**src/rtl/bmbc_pkg.sv**
```systemverilog
`timescale 1ns / 1ps
`default_nettype none
// ----------------------------------------------------------------------------
// bmbc_pkg
// types, constants and arithmetic helpers for the battery monitor block
// ----------------------------------------------------------------------------
package bmbc_pkg;

    // event codes
    typedef enum logic [1:0] {
        OP_REPORT = 2'd0,
        OP_ENTER  = 2'd1,
        OP_EXIT   = 2'd2,
        OP_FORCE  = 2'd3
    } t_op;

    // configuration register indexes
    localparam logic [2:0] CFG_LI_ION_CELL       = 3'd0;
    localparam logic [2:0] CFG_CHANGE_THRESHOLD  = 3'd1;
    localparam logic [2:0] CFG_FORCE_AFTER_READS = 3'd2;
    localparam logic [2:0] CFG_ALWAYS_BOOST      = 3'd3;
    localparam logic [2:0] CFG_UNDERVOLT_BOOST   = 3'd4;
    localparam logic [2:0] CFG_BOOST_PRESENT     = 3'd5;
    localparam logic [2:0] CFG_BATTERY_PRESENT   = 3'd6;

    localparam int CFG_IDX_W  = 3;
    localparam int CFG_DATA_W = 8;

    localparam int ADC_W   = 10;
    localparam int MV_W    = 14;
    localparam int LEVEL_W = 7;
    localparam int READS_W = 8;

    // mv = floor(12100 * adc / 1024)
    localparam int          MV_PROD_W    = 24;
    localparam int          MV_SHIFT     = 10;
    localparam logic [13:0] MV_NUMERATOR = 14'd12100;

    localparam logic [13:0] COIN_LOW_MV    = 14'd1800;
    localparam logic [13:0] COIN_HIGH_MV   = 14'd3000;
    localparam logic [13:0] LION_LOW_MV    = 14'd3000;
    localparam logic [13:0] LION_HIGH_MV   = 14'd4200;
    localparam logic [13:0] BOOST_ENTER_MV = 14'd2600;
    localparam logic [13:0] BOOST_LEAVE_MV = 14'd2800;
    localparam logic [6:0]  FULL_LEVEL     = 7'd100;

    // offset into the range stays below 1200, so 11 bits
    // floor(x / 12) == (x * 2731) >> 15 for every x below 1200
    localparam int          OFS_W        = 11;
    localparam int          RECIP_W      = 12;
    localparam int          RECIP_SHIFT  = 15;
    localparam logic [11:0] RECIP_12     = 12'd2731;

    typedef struct packed {
        t_op              operation;
        logic [ADC_W-1:0] adc_sample;
    } t_in_word;

    typedef struct packed {
        logic [MV_W-1:0]    battery_mv;
        logic [LEVEL_W-1:0] battery_level;
        logic               send_level;
        logic               boost_write;
        logic               boost_on;
        logic               low_voltage_mode;
    } t_out_word;

    // word between the conversion stage and the decision stage
    typedef struct packed {
        t_op             operation;
        logic [MV_W-1:0] battery_mv;
    } t_mv_word;

    typedef struct packed {
        logic               li_ion_cell;
        logic [LEVEL_W-1:0] change_threshold;
        logic [READS_W-1:0] force_after_reads;
        logic               always_boost;
        logic               undervolt_boost;
        logic               boost_present;
        logic               battery_present;
    } t_cfg;

    function automatic logic [MV_W-1:0] adc_to_mv(input logic [ADC_W-1:0] adc);
        logic [MV_PROD_W-1:0] prod;
        prod = MV_PROD_W'(adc) * MV_PROD_W'(MV_NUMERATOR);
        return prod[MV_SHIFT +: MV_W];
    endfunction

    // quotient by 12 of an offset below 1200
    function automatic logic [LEVEL_W-1:0] ofs_div12(input logic [OFS_W-1:0] ofs);
        logic [OFS_W+RECIP_W-1:0] prod;
        prod = (OFS_W+RECIP_W)'(ofs) * (OFS_W+RECIP_W)'(RECIP_12);
        return prod[RECIP_SHIFT +: LEVEL_W];
    endfunction

endpackage
`default_nettype wire

```
**src/rtl/bmbc_sample_stage.sv**
```systemverilog
`timescale 1ns / 1ps
`default_nettype none
// ----------------------------------------------------------------------------
// bmbc_sample_stage
// input register and adc to millivolt conversion register
// ----------------------------------------------------------------------------
module bmbc_sample_stage (
    input  wire                 i_clk,
    input  wire                 i_rst_n,
    input  wire                 i_valid,
    input  bmbc_pkg::t_in_word  i_word,
    output logic                o_ready,
    output logic                o_valid,
    output bmbc_pkg::t_mv_word  o_word,
    input  wire                 i_ready
);
    import bmbc_pkg::*;

    logic     r_in_valid;
    t_in_word r_in;
    logic     r_mv_valid;
    t_mv_word r_mv;
    t_mv_word n_mv;
    logic     mv_ready;

    assign mv_ready = !r_mv_valid || i_ready;
    assign o_ready  = !r_in_valid || mv_ready;

    always_comb begin
        n_mv.operation  = r_in.operation;
        n_mv.battery_mv = adc_to_mv(r_in.adc_sample);
    end

    always_ff @(posedge i_clk) begin
        if (!i_rst_n) begin
            r_in_valid <= 1'b0;
            r_mv_valid <= 1'b0;
        end else begin
            if (o_ready) begin
                r_in_valid <= i_valid;
            end
            if (mv_ready) begin
                r_mv_valid <= r_in_valid;
            end
        end
    end

    always_ff @(posedge i_clk) begin
        if (o_ready && i_valid) begin
            r_in <= i_word;
        end
        if (mv_ready && r_in_valid) begin
            r_mv <= n_mv;
        end
    end

    assign o_valid = r_mv_valid;
    assign o_word  = r_mv;

endmodule
`default_nettype wire

```
**src/rtl/bmbc_decide.sv**
```systemverilog
`timescale 1ns / 1ps
`default_nettype none
// ----------------------------------------------------------------------------
// bmbc_decide
// level mapping, report and boost decisions, state and result register
// ----------------------------------------------------------------------------
module bmbc_decide (
    input  wire                 i_clk,
    input  wire                 i_rst_n,
    input  bmbc_pkg::t_cfg      i_cfg,
    input  wire                 i_valid,
    input  bmbc_pkg::t_mv_word  i_word,
    output logic                o_ready,
    output logic                o_valid,
    output bmbc_pkg::t_out_word o_word,
    input  wire                 i_stall
);
    import bmbc_pkg::*;

    logic               r_out_valid;
    t_out_word          r_out;
    t_out_word          n_out;
    logic [LEVEL_W-1:0] r_last_sent;
    logic [LEVEL_W-1:0] n_last_sent;
    logic [READS_W-1:0] r_reads;
    logic [READS_W-1:0] n_reads;
    logic               r_boost_state;
    logic               n_boost_state;

    logic               fire;
    logic [MV_W-1:0]    mv;
    logic [MV_W-1:0]    lo_mv;
    logic [MV_W-1:0]    hi_mv;
    logic [MV_W-1:0]    ofs;
    logic [LEVEL_W-1:0] level;
    logic [LEVEL_W-1:0] diff;
    logic               send;

    assign o_ready = !r_out_valid || !i_stall;
    assign fire    = i_valid && o_ready;
    assign mv      = i_word.battery_mv;

    // level over the selected cell range
    always_comb begin
        lo_mv = i_cfg.li_ion_cell ? LION_LOW_MV  : COIN_LOW_MV;
        hi_mv = i_cfg.li_ion_cell ? LION_HIGH_MV : COIN_HIGH_MV;
        ofs   = mv - lo_mv;
        if (mv >= hi_mv) begin
            level = FULL_LEVEL;
        end else if (mv <= lo_mv) begin
            level = '0;
        end else begin
            level = ofs_div12(ofs[OFS_W-1:0]);
        end
        diff = (level > r_last_sent) ? level - r_last_sent : r_last_sent - level;
        send = (diff > i_cfg.change_threshold) || (r_reads == i_cfg.force_after_reads);
    end

    always_comb begin
        n_last_sent   = r_last_sent;
        n_reads       = r_reads;
        n_boost_state = r_boost_state;
        n_out.battery_mv    = mv;
        n_out.battery_level = level;
        n_out.send_level    = 1'b0;
        n_out.boost_write   = 1'b0;
        n_out.boost_on      = 1'b0;
        case (i_word.operation)
            OP_REPORT: begin
                if (i_cfg.battery_present) begin
                    if (send) begin
                        n_last_sent      = level;
                        n_reads          = '0;
                        n_out.send_level = 1'b1;
                    end else begin
                        n_reads = r_reads + READS_W'(1);
                    end
                end
            end
            OP_FORCE: begin
                n_reads = i_cfg.force_after_reads;
            end
            OP_ENTER, OP_EXIT: begin
                if (i_cfg.boost_present && !i_cfg.always_boost) begin
                    n_out.boost_write = 1'b1;
                    if (i_cfg.undervolt_boost) begin
                        if (!r_boost_state && (mv < BOOST_ENTER_MV)) begin
                            n_boost_state = 1'b1;
                        end else if (r_boost_state && (mv >= BOOST_LEAVE_MV)) begin
                            n_boost_state = 1'b0;
                        end
                        n_out.boost_on = n_boost_state;
                    end else begin
                        n_out.boost_on = (i_word.operation == OP_ENTER);
                    end
                end
            end
            default: begin
                n_reads = r_reads;
            end
        endcase
        n_out.low_voltage_mode = n_boost_state;
    end

    always_ff @(posedge i_clk) begin
        if (!i_rst_n) begin
            r_out_valid   <= 1'b0;
            r_last_sent   <= '0;
            r_reads       <= '0;
            r_boost_state <= 1'b0;
        end else begin
            if (o_ready) begin
                r_out_valid <= i_valid;
            end
            if (fire) begin
                r_last_sent   <= n_last_sent;
                r_reads       <= n_reads;
                r_boost_state <= n_boost_state;
            end
        end
    end

    always_ff @(posedge i_clk) begin
        if (fire) begin
            r_out <= n_out;
        end
    end

    assign o_valid = r_out_valid;
    assign o_word  = r_out;

endmodule
`default_nettype wire

```
**src/rtl/battery_monitor_boost_control.sv**
```systemverilog
`timescale 1ns / 1ps
`default_nettype none
// ----------------------------------------------------------------------------
// battery_monitor_boost_control
// battery level reporting with change threshold and low-voltage boost control
// ----------------------------------------------------------------------------
// usage
//   input channel: i_in_valid / o_in_stall carry one event word (operation and
//   a 10-bit adc sample); a word is taken at a clock edge with valid high and
//   stall low
//   output channel: o_out_valid / i_out_stall carry one result word per event
//   (millivolts, percent level, send flag, boost write and level, hysteresis
//   state)
//   path: the result word passes the input register, millivolt register and
//   result register in turn after its event word is accepted
//   throughput: one word per clock when not stalled, set by three register
//   stages each holding one word; report state changes in the last stage only
//   stall: a stalled result word holds; words behind it keep moving until
//   all three stages are full, and only then is o_in_stall raised
//   reset: synchronous active low; empties the pipe, clears last sent level,
//   unsent read count and boost state, and loads the register defaults
//   config: write i_cfg_data to register i_cfg_idx when i_cfg_we is high;
//   writes are expected only while the pipe is empty
// ----------------------------------------------------------------------------
module battery_monitor_boost_control (
    input  wire                                   i_clk,
    input  wire                                   i_rst_n,
    input  wire                                   i_in_valid,
    output logic                                  o_in_stall,
    input  bmbc_pkg::t_in_word                    i_in_word,
    output logic                                  o_out_valid,
    input  wire                                   i_out_stall,
    output bmbc_pkg::t_out_word                   o_out_word,
    input  wire                                   i_cfg_we,
    input  wire  [bmbc_pkg::CFG_IDX_W-1:0]        i_cfg_idx,
    input  wire  [bmbc_pkg::CFG_DATA_W-1:0]       i_cfg_data
);
    import bmbc_pkg::*;

    t_cfg     r_cfg;
    t_mv_word mv_word;
    logic     mv_valid;
    logic     mv_ready;
    logic     in_ready;

    // configuration registers, reset to their defaults
    always_ff @(posedge i_clk) begin
        if (!i_rst_n) begin
            r_cfg.li_ion_cell       <= 1'b0;
            r_cfg.change_threshold  <= LEVEL_W'(2);
            r_cfg.force_after_reads <= READS_W'(10);
            r_cfg.always_boost      <= 1'b0;
            r_cfg.undervolt_boost   <= 1'b0;
            r_cfg.boost_present     <= 1'b0;
            r_cfg.battery_present   <= 1'b0;
        end else if (i_cfg_we) begin
            case (i_cfg_idx)
                CFG_LI_ION_CELL:       r_cfg.li_ion_cell       <= i_cfg_data[0];
                CFG_CHANGE_THRESHOLD:  r_cfg.change_threshold  <= i_cfg_data[LEVEL_W-1:0];
                CFG_FORCE_AFTER_READS: r_cfg.force_after_reads <= i_cfg_data[READS_W-1:0];
                CFG_ALWAYS_BOOST:      r_cfg.always_boost      <= i_cfg_data[0];
                CFG_UNDERVOLT_BOOST:   r_cfg.undervolt_boost   <= i_cfg_data[0];
                CFG_BOOST_PRESENT:     r_cfg.boost_present     <= i_cfg_data[0];
                CFG_BATTERY_PRESENT:   r_cfg.battery_present   <= i_cfg_data[0];
                default: begin
                    // unused index, write dropped
                    r_cfg <= r_cfg;
                end
            endcase
        end
    end

    // stage 1 and 2: capture the event, convert the sample to millivolts
    bmbc_sample_stage u_sample (
        .i_clk   (i_clk),
        .i_rst_n (i_rst_n),
        .i_valid (i_in_valid),
        .i_word  (i_in_word),
        .o_ready (in_ready),
        .o_valid (mv_valid),
        .o_word  (mv_word),
        .i_ready (mv_ready)
    );

    // stage 3: level, report and boost decisions, result register
    bmbc_decide u_decide (
        .i_clk   (i_clk),
        .i_rst_n (i_rst_n),
        .i_cfg   (r_cfg),
        .i_valid (mv_valid),
        .i_word  (mv_word),
        .o_ready (mv_ready),
        .o_valid (o_out_valid),
        .o_word  (o_out_word),
        .i_stall (i_out_stall)
    );

    // stall only when every stage holds a word
    assign o_in_stall = !in_ready;

endmodule
`default_nettype wire

```
**config.mk**
```make
export PLATFORM = sky130hd
export DESIGN_NAME = battery_monitor_boost_control
export DESIGN_NICKNAME = d
export VERILOG_FILES = /design/src/rtl/bmbc_pkg.sv /design/src/rtl/bmbc_sample_stage.sv /design/src/rtl/bmbc_decide.sv /design/src/rtl/battery_monitor_boost_control.sv
export SDC_FILE = /design/constraint.sdc
export NUM_CORES = 1
export LEC_CHECK = 0
export ABC_AREA = 1
export BUFFER_PORTS_ARGS = -buffer_cell sky130_fd_sc_hd__buf_4
export CAP_MARGIN = 15
export CORE_MARGIN = 2
export CORE_UTILIZATION = 25
export CTS_BUF_LIST = sky130_fd_sc_hd__clkbuf_16
export DETAILED_ROUTE_END_ITERATION = 8
export PLACE_DENSITY_LB_ADDON = 0.3
export SLEW_MARGIN = 20
export SYNTH_ARGS = -nofsm -noshare
export SYNTH_HDL_FRONTEND = slang
export SYNTH_HIERARCHICAL = 1
export SYNTH_SLANG_ARGS = --single-unit
```
**constraint.sdc**
```tcl
create_clock -name i_clk -period 15.8 [get_ports i_clk]
set_input_delay 2.37 -clock i_clk [delete_from_list [all_inputs] [get_ports i_clk]]
set_output_delay 2.37 -clock i_clk [all_outputs]
set_load 0.02 [all_outputs]
```
==> results.py, run 1 <==
metrics = {
    "critical_path": {
        "worst-path-buf-inv": 9,
        "critPathKind": "reg2reg",
        "path_max_fanout": 9,
        "path_common_cell": "nand2_1",
        "cp_top_family": "adder cells",
        "crit_required_ns": 16.06,
        "cp-start-kind": "register",
        "cp_slowest_stage_delay_ns": 0.56,
        "critPathCaptureType": "register",
        "crit_slowest_cell": "dfxtp_1",
        "worstPathArrival_ns": 9.09,
    },
    "detailed_routing": {
        "route.detailed.wl_per_inst_um": 12.7,
        "routed_wl_um": 23000,
        "drt_iter0_drc": 325,
        "drc": 0,
        "antenna_left": 0,
        "drtPass1Iterations": 5,
        "vias_per_cell": 4.24,
        "vias": 7700,
    },
    "clock_network": {
        "cts-root-buf": "clkbuf_16",
        "tritoncts": "yes",
        "tritoncts.num_buffers": 9,
        "clk_pin_slew_ns": 0.08,
        "post_cts_resized": 0,
        "postCtsSetupBuffers": 0,
        "cts_sinks": 92,
        "insertion_delay_ns": 0.36,
        "cts_hold_buf": 0,
        "htreeDepth": 3,
        "ctsLongestPathBuffers": 2,
    },
    "logic_synthesis": {
        "synth_cell_types": 44,
        "async_flop_share_pct": 0,
        "synth_nets": 1491,
        "avgSynthCellArea_um2": 7.95,
        "ys_seq_area_share_pct": 24.1,
        "synth_most_common_cell": "inv_1",
        "synth_common_cells": "inv_1 (267), nand2_1 (266), ha_1 (164)",
        "synthCells": 1236,
        "synth_edf_count": 53,
        "synth_area_um2": 9820,
        "synth_top_area_share_pct": 20.9,
        "synth_top_cell_by_area": "ha_1",
        "synthTopCellsByArea": "ha_1 (21%), edfxtp_1 (16%), fa_1 (13%), inv_1 (10%), nand2_1 (10%)",
        "synth_ff_type": "edfxtp_1",
        "ys_ff_latch": 92,
        "yosysWarnings": 6,
    },
    "floorplan": {
        "chipWidth_um": 202,
        "die_area_um2": 40900,
        "initial_core_util_pct": 25.4,
        "core_area_um2": 38700,
        "die_h_um": 202,
        "std_cell_rows": 72,
        "ios": 55,
    },
    "placed_design": {
        "placed_cell_area_um2": 10800,
        "portBuffers": 54,
        "post-dp-hpwl_um": 19500,
        "place_congestion": 0.876,
    },
    "global_route": {
        "grt_pass1_wl_um": 38400,
        "grt-ovfl-total": 0,
        "antenna_found_initial": 0,
        "grt_max_degree": 29,
        "grt_pass1_vias": 7696,
        "track_usage_pct": 11.7,
    },
    "sta": {
        "finalCriticalPeriod_ns": 8.83,
        "tns_ns": 0,
        "final-setup-viol-count": 0,
        "fin_crit_sh_pct": 55.9,
        "rsz0062_at_grt": "no",
        "worstMarginPinSlew_ns": 0.596,
        "clock_skew_ns": 0.0173,
        "whs_ns": 0.483,
        "slew_violations": 0,
        "fmax_ghz": 0.113,
        "hold_viol_final": 0,
        "max_slew_margin_pct": 60.2,
    },
    "run_status": {
        "outcome": "completed",
    },
    "final_layout": {
        "area_delta_synth_final_pct": 13.3,
        "n_antenna_cell": 0,
        "drive_gt1_share_pct": 8.71,
        "final_nets": 1547,
        "final_cell_area_um2": 11100,
    },
    "hold_path": {
        "hp-class": "reg2reg",
    },
    "job": {
        "cap_violations": 0,
    },
}
-- per-layer routing --
layer | share of wire (%) | track usage, % | vias to the layer above | wire length [um]
met1 | 49 | 15.7 | 3572 | 11400
met2 | 47 | 19.8 | 104 | 10800
li1 | - | - | 4008 | -
met5 | 0 | 0 | - | 0
met3 | 2.5 | 1.66 | 16 | 570
met4 | 1.1 | 2.58 | 0 | 250
-- final timing paths --
kind         cells after the start                        startpoint                                    to  slack (ns)
min                              2  u_sample/r_in_valid$_SDFFE_PN0N_         u_sample/o_valid$_SDFFE_PN0P_        0.48
max                             47            r_cfg[19]$_SDFFE_PN0P_  u_decide/r_last_sent[5]$_SDFFE_PN0P_        6.97
min reg2reg                      2  u_sample/r_in_valid$_SDFFE_PN0N_         u_sample/o_valid$_SDFFE_PN0P_        0.48
max reg2reg                     47            r_cfg[19]$_SDFFE_PN0P_  u_decide/r_last_sent[5]$_SDFFE_PN0P_        6.97
-- tightest hold or removal path, cell delays in order, from the launching register on --
cell	delay [ns]
dfxtp_1	0.31
inv_1	0.06
a21oi_1	0.06
-- layout make-up --
cell class,count,area [um^2]
clock buffer,10,250
inverter,274,1030
timing repair buffer,56,420
tap,518,648
sequential,92,2370
clock inverter,6,61.3
fill,4207,27600
multi-input combinational,859,6340
-- kinds of logic (layout without fill, tap and decap cells) --
group	count (synthesis)	in the layout	synth area share, %
and+or+nand+nor	480	480	21.0
buffers and inverters	285	346	11.3
adders and majority gates	227	227	33.7
AOI/OAI and AO/OA	118	118	6.79
DFF	92	92	24.1
xor gates and xnor gates	34	34	3.03
-- metrics by stage --
stage	setup WS (ns)	util, %	instances
detailed placement	6.96	27.9	1799
finish	6.97	28.7	1815
global route	6.11	28.7	1815
CTS	6.94	28.7	1815
global placement	7.03	27.9	1799
floorplan	8.02	-	1236
-- cells in the final DEF, fill, tap and decap left out, types with 6 or more instances in the layout --
cell type	Yosys	layout
nor2_1	92	92
ha_1	164	164
o21ai_0	23	23
nand3_1	70	70
nand2_1	266	266
xnor2_1	10	10
clkbuf_16	0	10
edfxtp_1	53	53
nand2_2	10	10
xor2_1	24	24
inv_2	6	6
dfxtp_1	39	39
fa_1	63	63
buf_4	3	56
a21oi_2	6	6
nor3_1	6	6
inv_1	267	267
nand4_1	11	11
a21oi_1	66	66
-- registers in the layout, summed over array words and instances (netlist names) --
signal,flops
r_cfg,20
u_decide/o_valid,1
u_sample/r_in,10
u_decide/r_reads,8
u_sample/o_word,16
u_sample/o_valid,1
u_decide/r_boost_state,1
u_decide/o_word,25
u_decide/r_last_sent,7
u_sample/n_mv,2
u_sample/r_in_valid,1
Power of run 1 is left out: the tool's default activity adds up to more than one toggle a clock period on the data nets, which glitch-free logic cannot reach.
==> run 2: changes to the inputs <==
Settings changed: ABC_AREA 1 to 0.
Clock period 15.8 ns to 7.25 ns, I/O delays scaled along.
==> results.py, run 2 <==
metrics = {
    "sta": {
        "fmax_ghz": 0.118,
        "max_slew_margin_pct": 55.8,
        "setup_slack_ns": -1.24,
        "slew_violations": 0,
        "final-setup-viol-count": 16,
        "clock_skew_ns": 0.0121,
        "tns_ns": -18.35,
        "worstMarginPinSlew_ns": 0.658,
        "hold_viol_final": 0,
        "fin_crit_sh_pct": 117,
        "rsz0062_at_grt": "yes",
        "finalCriticalPeriod_ns": 8.49,
    },
    "critical_path": {
        "critPathKind": "reg2reg",
        "crit_required_ns": 7.50,
        "worstPathArrival_ns": 8.73,
        "path_max_fanout": 6,
        "cp-start-kind": "register",
        "cp_top_family": "adder cells",
        "crit_slowest_cell": "fa_1",
        "worst-path-buf-inv": 8,
        "cp_slowest_stage_delay_ns": 0.50,
        "critPathCaptureType": "register",
    },
    "global_route": {
        "track_usage_pct": 11.8,
        "antenna_found_initial": 0,
        "grt_pass1_vias": 7259,
        "grt_pass1_wl_um": 36200,
        "grt_max_degree": 43,
        "grt-ovfl-total": 0,
    },
    "final_layout": {
        "layout_common_cells": "buf_4 (172), inv_1 (156), ha_1 (152), nand2_1 (71), fa_1 (60)",
        "nFillCells": 3714,
        "largest_reg_flops": 25,
        "drive_gt1_share_pct": 25.3,
        "final_nets": 1349,
        "fin_util_pct": 32.3,
        "mostFrequentLayoutCell": "buf_4",
        "n_antenna_cell": 0,
        "area_delta_synth_final_pct": 28.2,
    },
    "logic_synthesis": {
        "synth_edf_count": 53,
        "ys_ff_latch": 92,
        "synth_most_common_cell": "inv_1",
        "synth_area_um2": 9160,
        "synthTopCellsByArea": "ha_1 (22%), edfxtp_1 (17%), fa_1 (14%), dfxtp_1 (8.5%), inv_1 (6.8%)",
        "ys_seq_area_share_pct": 25.9,
        "synth_top_area_share_pct": 22.4,
        "synth_top_cell_by_area": "ha_1",
        "synthCells": 914,
        "synth_ff_type": "edfxtp_1",
        "async_flop_share_pct": 0,
        "avgSynthCellArea_um2": 10.0,
        "synth_nets": 1169,
        "synth_common_cells": "inv_1 (165), ha_1 (164), nand2_1 (71)",
        "synth_cell_types": 84,
        "yosysWarnings": 6,
    },
    "clock_network": {
        "ctsLongestPathBuffers": 2,
        "cts_hold_buf": 0,
        "clk_pin_slew_ns": 0.08,
        "htreeDepth": 3,
        "cts-root-buf": "clkbuf_16",
        "tritoncts": "yes",
        "cts_sinks": 92,
        "insertion_delay_ns": 0.36,
        "tritoncts.num_buffers": 9,
    },
    "detailed_routing": {
        "vias": 6845,
        "drt_iter0_drc": 216,
        "drtPass1Iterations": 4,
        "routed_wl_um": 21800,
        "route.met3.wl_um": 452,
        "drc": 0,
        "vias_per_cell": 4.37,
        "antenna_left": 0,
        "wl_met1_um": 10200,
        "wl_met2_um": 10700,
        "top_layer_used": "met4",
        "route.detailed.wl_per_inst_um": 13.9,
    },
    "hold_path": {
        "hp-class": "reg2reg",
    },
    "placed_design": {
        "post-dp-hpwl_um": 17900,
        "place_congestion": 0.804,
        "portBuffers": 54,
    },
    "floorplan": {
        "ios": 55,
        "initial_core_util_pct": 25.2,
        "die_area_um2": 38200,
        "chipWidth_um": 195,
        "core_area_um2": 36300,
        "std_cell_rows": 70,
        "die_h_um": 195,
    },
    "job": {
        "cap_violations": 0,
    },
    "run_status": {
        "outcome": "finished with violations",
        "violations": "negative setup slack",
    },
}
[run 2: per-stage QoR]
stage                     cells  instance area [um^2]  setup slack [ns]  hold slack (ns)
after floorplan             914                  9310             -1.23            0.400
after global placement     1539                 11100             -1.47            0.411
after detailed placement   1539                 11100             -1.60            0.407
after CTS                  1566                 11700             -1.22            0.426
after global routing       1567                 11700             -1.63            0.443
final                      1567                 11700             -1.24            0.426
[run 2: final cells by class]
| cell class | count | area, um^2 | share of cell area (%) |
|---|---|---|---|
| inverter | 166 | 626 | 5.33 |
| clock inverter | 7 | 65.1 | 0.554 |
| timing repair buffer | 178 | 1380 | 11.7 |
| clock buffer | 9 | 225 | 1.92 |
| sequential | 92 | 2380 | 20.2 |
| tap | 468 | 586 | 4.99 |
| multi-input combinational | 647 | 6490 | 55.3 |
[run 2: worst paths after layout]
path / start / endpoint / slack [ns] / cells after the start
max: u_sample/o_word[4]$_DFFE_PP_ / u_decide/r_last_sent[1]$_SDFFE_PN0P_ / -1.24 / 42
min: u_sample/n_mv[15]$_DFFE_PP_ / u_sample/o_word[15]$_DFFE_PP_ / 0.43 / 0
max reg2reg: u_sample/o_word[4]$_DFFE_PP_ / u_decide/r_last_sent[1]$_SDFFE_PN0P_ / -1.24 / 42
min reg2reg: u_sample/n_mv[15]$_DFFE_PP_ / u_sample/o_word[15]$_DFFE_PP_ / 0.43 / 0
[run 2: cell families (layout without fill, tap and decap cells)]
family                     Yosys count  after routing  share of synthesized area [%]
buffers and inverters              175            360                           7.31
and+or+nand+nor                    203            203                           11.8
AOI/OAI and AO/OA                  148            148                           11.7
muxes                               29             29                           3.20
DFF                                 92             92                           25.9
adders and majority gates          227            227                           36.2
xor gates and xnor gates            40             40                           3.83
[run 2: worst register-to-register path: cells and delay by family, from the launching register on]
kind            cells  cell delay (ns)
fa+ha+maj           9             3.42
flops               1             0.43
compound gates     12             1.92
simple gates        8             1.12
buf+inv             8             0.59
xor+xnor            3             0.47
mux                 2             0.43
[run 2: repair_timing]
| item | 4_1_cts | 5_1_grt |
|---|---|---|
| cloned | 1 | 0 |
| endpoints found under the setup margin | 16 | 16 |
| buffers inserted | 10 | 1 |
| pin swaps | 37 | 13 |
| resized for setup | 56 | 6 |
[run 2: routing by layer]
layer / vias to the layer above / GRT usage [%]
li1: 3500 / -
met1: 3266 / 14.9
met2: 58 / 20.8
met3: 21 / 1.80
met4: 0 / 3.48
met5: - / 0
Power of run 2 is left out for the same reason.
==> run 3: changes to the inputs <==
Settings changed: CORE_UTILIZATION 25 to 49.
==> results.py, run 3 (same netlist as run 2, synthesis figures left out) <==
metrics = {
    "final_layout": {
        "area_delta_synth_final_pct": 26.2,
        "layout_common_cells": "buf_4 (175), inv_1 (154), ha_1 (150), nand2_1 (71), fa_1 (60)",
        "largest_reg_flops": 25,
        "n_antenna_cell": 0,
        "mostFrequentLayoutCell": "buf_4",
        "final_nets": 1355,
        "drive_gt1_share_pct": 26.5,
        "fin_util_pct": 63.7,
    },
    "placed_design": {
        "portBuffers": 54,
        "post-dp-hpwl_um": 16000,
        "place_congestion": 0.914,
        "place_ws_ns": -1.68,
    },
    "floorplan": {
        "std_cell_rows": 49,
        "core_area_um2": 18100,
        "ios": 55,
        "die_area_um2": 19800,
        "die_h_um": 141,
        "chipWidth_um": 141,
        "initial_core_util_pct": 50.4,
    },
    "sta": {
        "hold_viol_final": 0,
        "fin_crit_sh_pct": 118,
        "setup_slack_ns": -1.27,
        "rsz0062_at_grt": "yes",
        "fmax_ghz": 0.117,
        "whs_ns": 0.444,
        "slew_violations": 0,
        "clock_skew_ns": 0.0127,
        "final-setup-viol-count": 16,
        "tns_ns": -19.06,
        "max_slew_margin_pct": 36.7,
        "worstMarginPinSlew_ns": 0.925,
        "finalCriticalPeriod_ns": 8.52,
    },
    "global_route": {
        "antenna_found_initial": 0,
        "grt_pass1_vias": 7246,
        "grt_max_degree": 43,
        "track_usage_pct": 21.5,
        "grt-ovfl-total": 0,
        "grt_pass1_wl_um": 34300,
    },
    "detailed_routing": {
        "drt_iter0_drc": 342,
        "antenna_left": 0,
        "vias_per_cell": 5.22,
        "drc": 0,
        "drtPass1Iterations": 5,
        "routed_wl_um": 20300,
        "vias": 6960,
        "route.detailed.wl_per_inst_um": 15.2,
    },
    "critical_path": {
        "r2r_end": "u_decide/r_last_sent[0]$_SDFFE_PN0P_",
        "r2r_cells": 40,
        "cp-start-kind": "register",
        "cp_slowest_stage_delay_ns": 0.50,
        "worstPathArrival_ns": 8.76,
        "critPathCaptureType": "register",
        "startpoint": "r_cfg[19]$_SDFFE_PN0P_",
        "path_max_fanout": 8,
        "crit_slowest_cell": "fa_1",
        "rrSetupSlack_ns": -1.27,
        "crit_required_ns": 7.49,
        "endpoint": "u_decide/r_last_sent[0]$_SDFFE_PN0P_",
        "critPathKind": "reg2reg",
        "timing.rr.start": "r_cfg[19]$_SDFFE_PN0P_",
    },
    "clock_network": {
        "tritoncts": "yes",
        "tritoncts.num_buffers": 9,
        "clk_pin_slew_ns": 0.08,
        "insertion_delay_ns": 0.36,
        "htreeDepth": 3,
        "ctsLongestPathBuffers": 2,
        "cts_hold_buf": 0,
        "cts-root-buf": "clkbuf_16",
        "cts_sinks": 92,
    },
    "run_status": {
        "violations": "negative setup slack",
        "outcome": "finished with violations",
    },
    "hold_path": {
        "hp-class": "reg2reg",
    },
    "job": {
        "cap_violations": 0,
    },
}
[run 3: per-stage QoR]
| stage | std cells | area, um^2 |
|---|---|---|
| floorplan | 914 | 9310 |
| global placement | 1299 | 10800 |
| detailed placement | 1299 | 10800 |
| CTS | 1326 | 11400 |
| global route | 1334 | 11600 |
| finish | 1334 | 11600 |
[run 3: what timing repair did]
| item | CTS | global route |
|---|---|---|
| endpoints found under the setup margin | 16 | 16 |
| gates resized for setup | 49 | 28 |
| pin swaps | 34 | 26 |
| gates cloned | 1 | 0 |
| buffers inserted | 11 | 8 |
[run 3: how the worst min path moves through the flow]
stage	startpoint	to	slack, ns	depth (start not counted)
after floorplan	u_sample/n_mv[14]$_DFFE_PP_	u_sample/o_word[14]$_DFFE_PP_	0.40	0
after global placement	u_sample/n_mv[14]$_DFFE_PP_	u_sample/o_word[14]$_DFFE_PP_	0.42	0
after detailed placement	u_sample/n_mv[15]$_DFFE_PP_	u_sample/o_word[15]$_DFFE_PP_	0.42	0
after CTS	u_sample/n_mv[15]$_DFFE_PP_	u_sample/o_word[15]$_DFFE_PP_	0.44	0
after global routing	u_sample/n_mv[15]$_DFFE_PP_	u_sample/o_word[15]$_DFFE_PP_	0.45	0
final	u_sample/n_mv[15]$_DFFE_PP_	u_sample/o_word[15]$_DFFE_PP_	0.44	0
[run 3: cell type report]
cell class	instances	area, um^2
fill	1472	6590
multi-input combinational	647	6530
sequential	92	2380
timing repair buffer	184	1430
inverter	166	626
tap	229	287
clock buffer	9	225
clock inverter	7	78.8
[run 3: worst max-delay path, delay by kind of cell, from the launching register on]
kind                     cells  cell delay, ns
AO/OA/AOI/OAI                8            1.29
XOR/XNOR                     2            0.37
adder cells (fa/ha/maj)      9            3.45
buffers and inverters        9            0.88
flip-flops                   1            0.36
multiplexers                 2            0.49
AND/OR/NAND/NOR             10            1.57
[run 3: routing by layer]
metal  part of all wire (%)  vias to the layer above  track usage [%]
li1                       -                     3521                -
met1                     46                     3288             27.9
met2                     50                      129             37.7
met3                    2.8                       22             3.43
met4                    1.4                        0             5.53
met5                      0                        -                0
Power of run 3 is left out for the same reason.
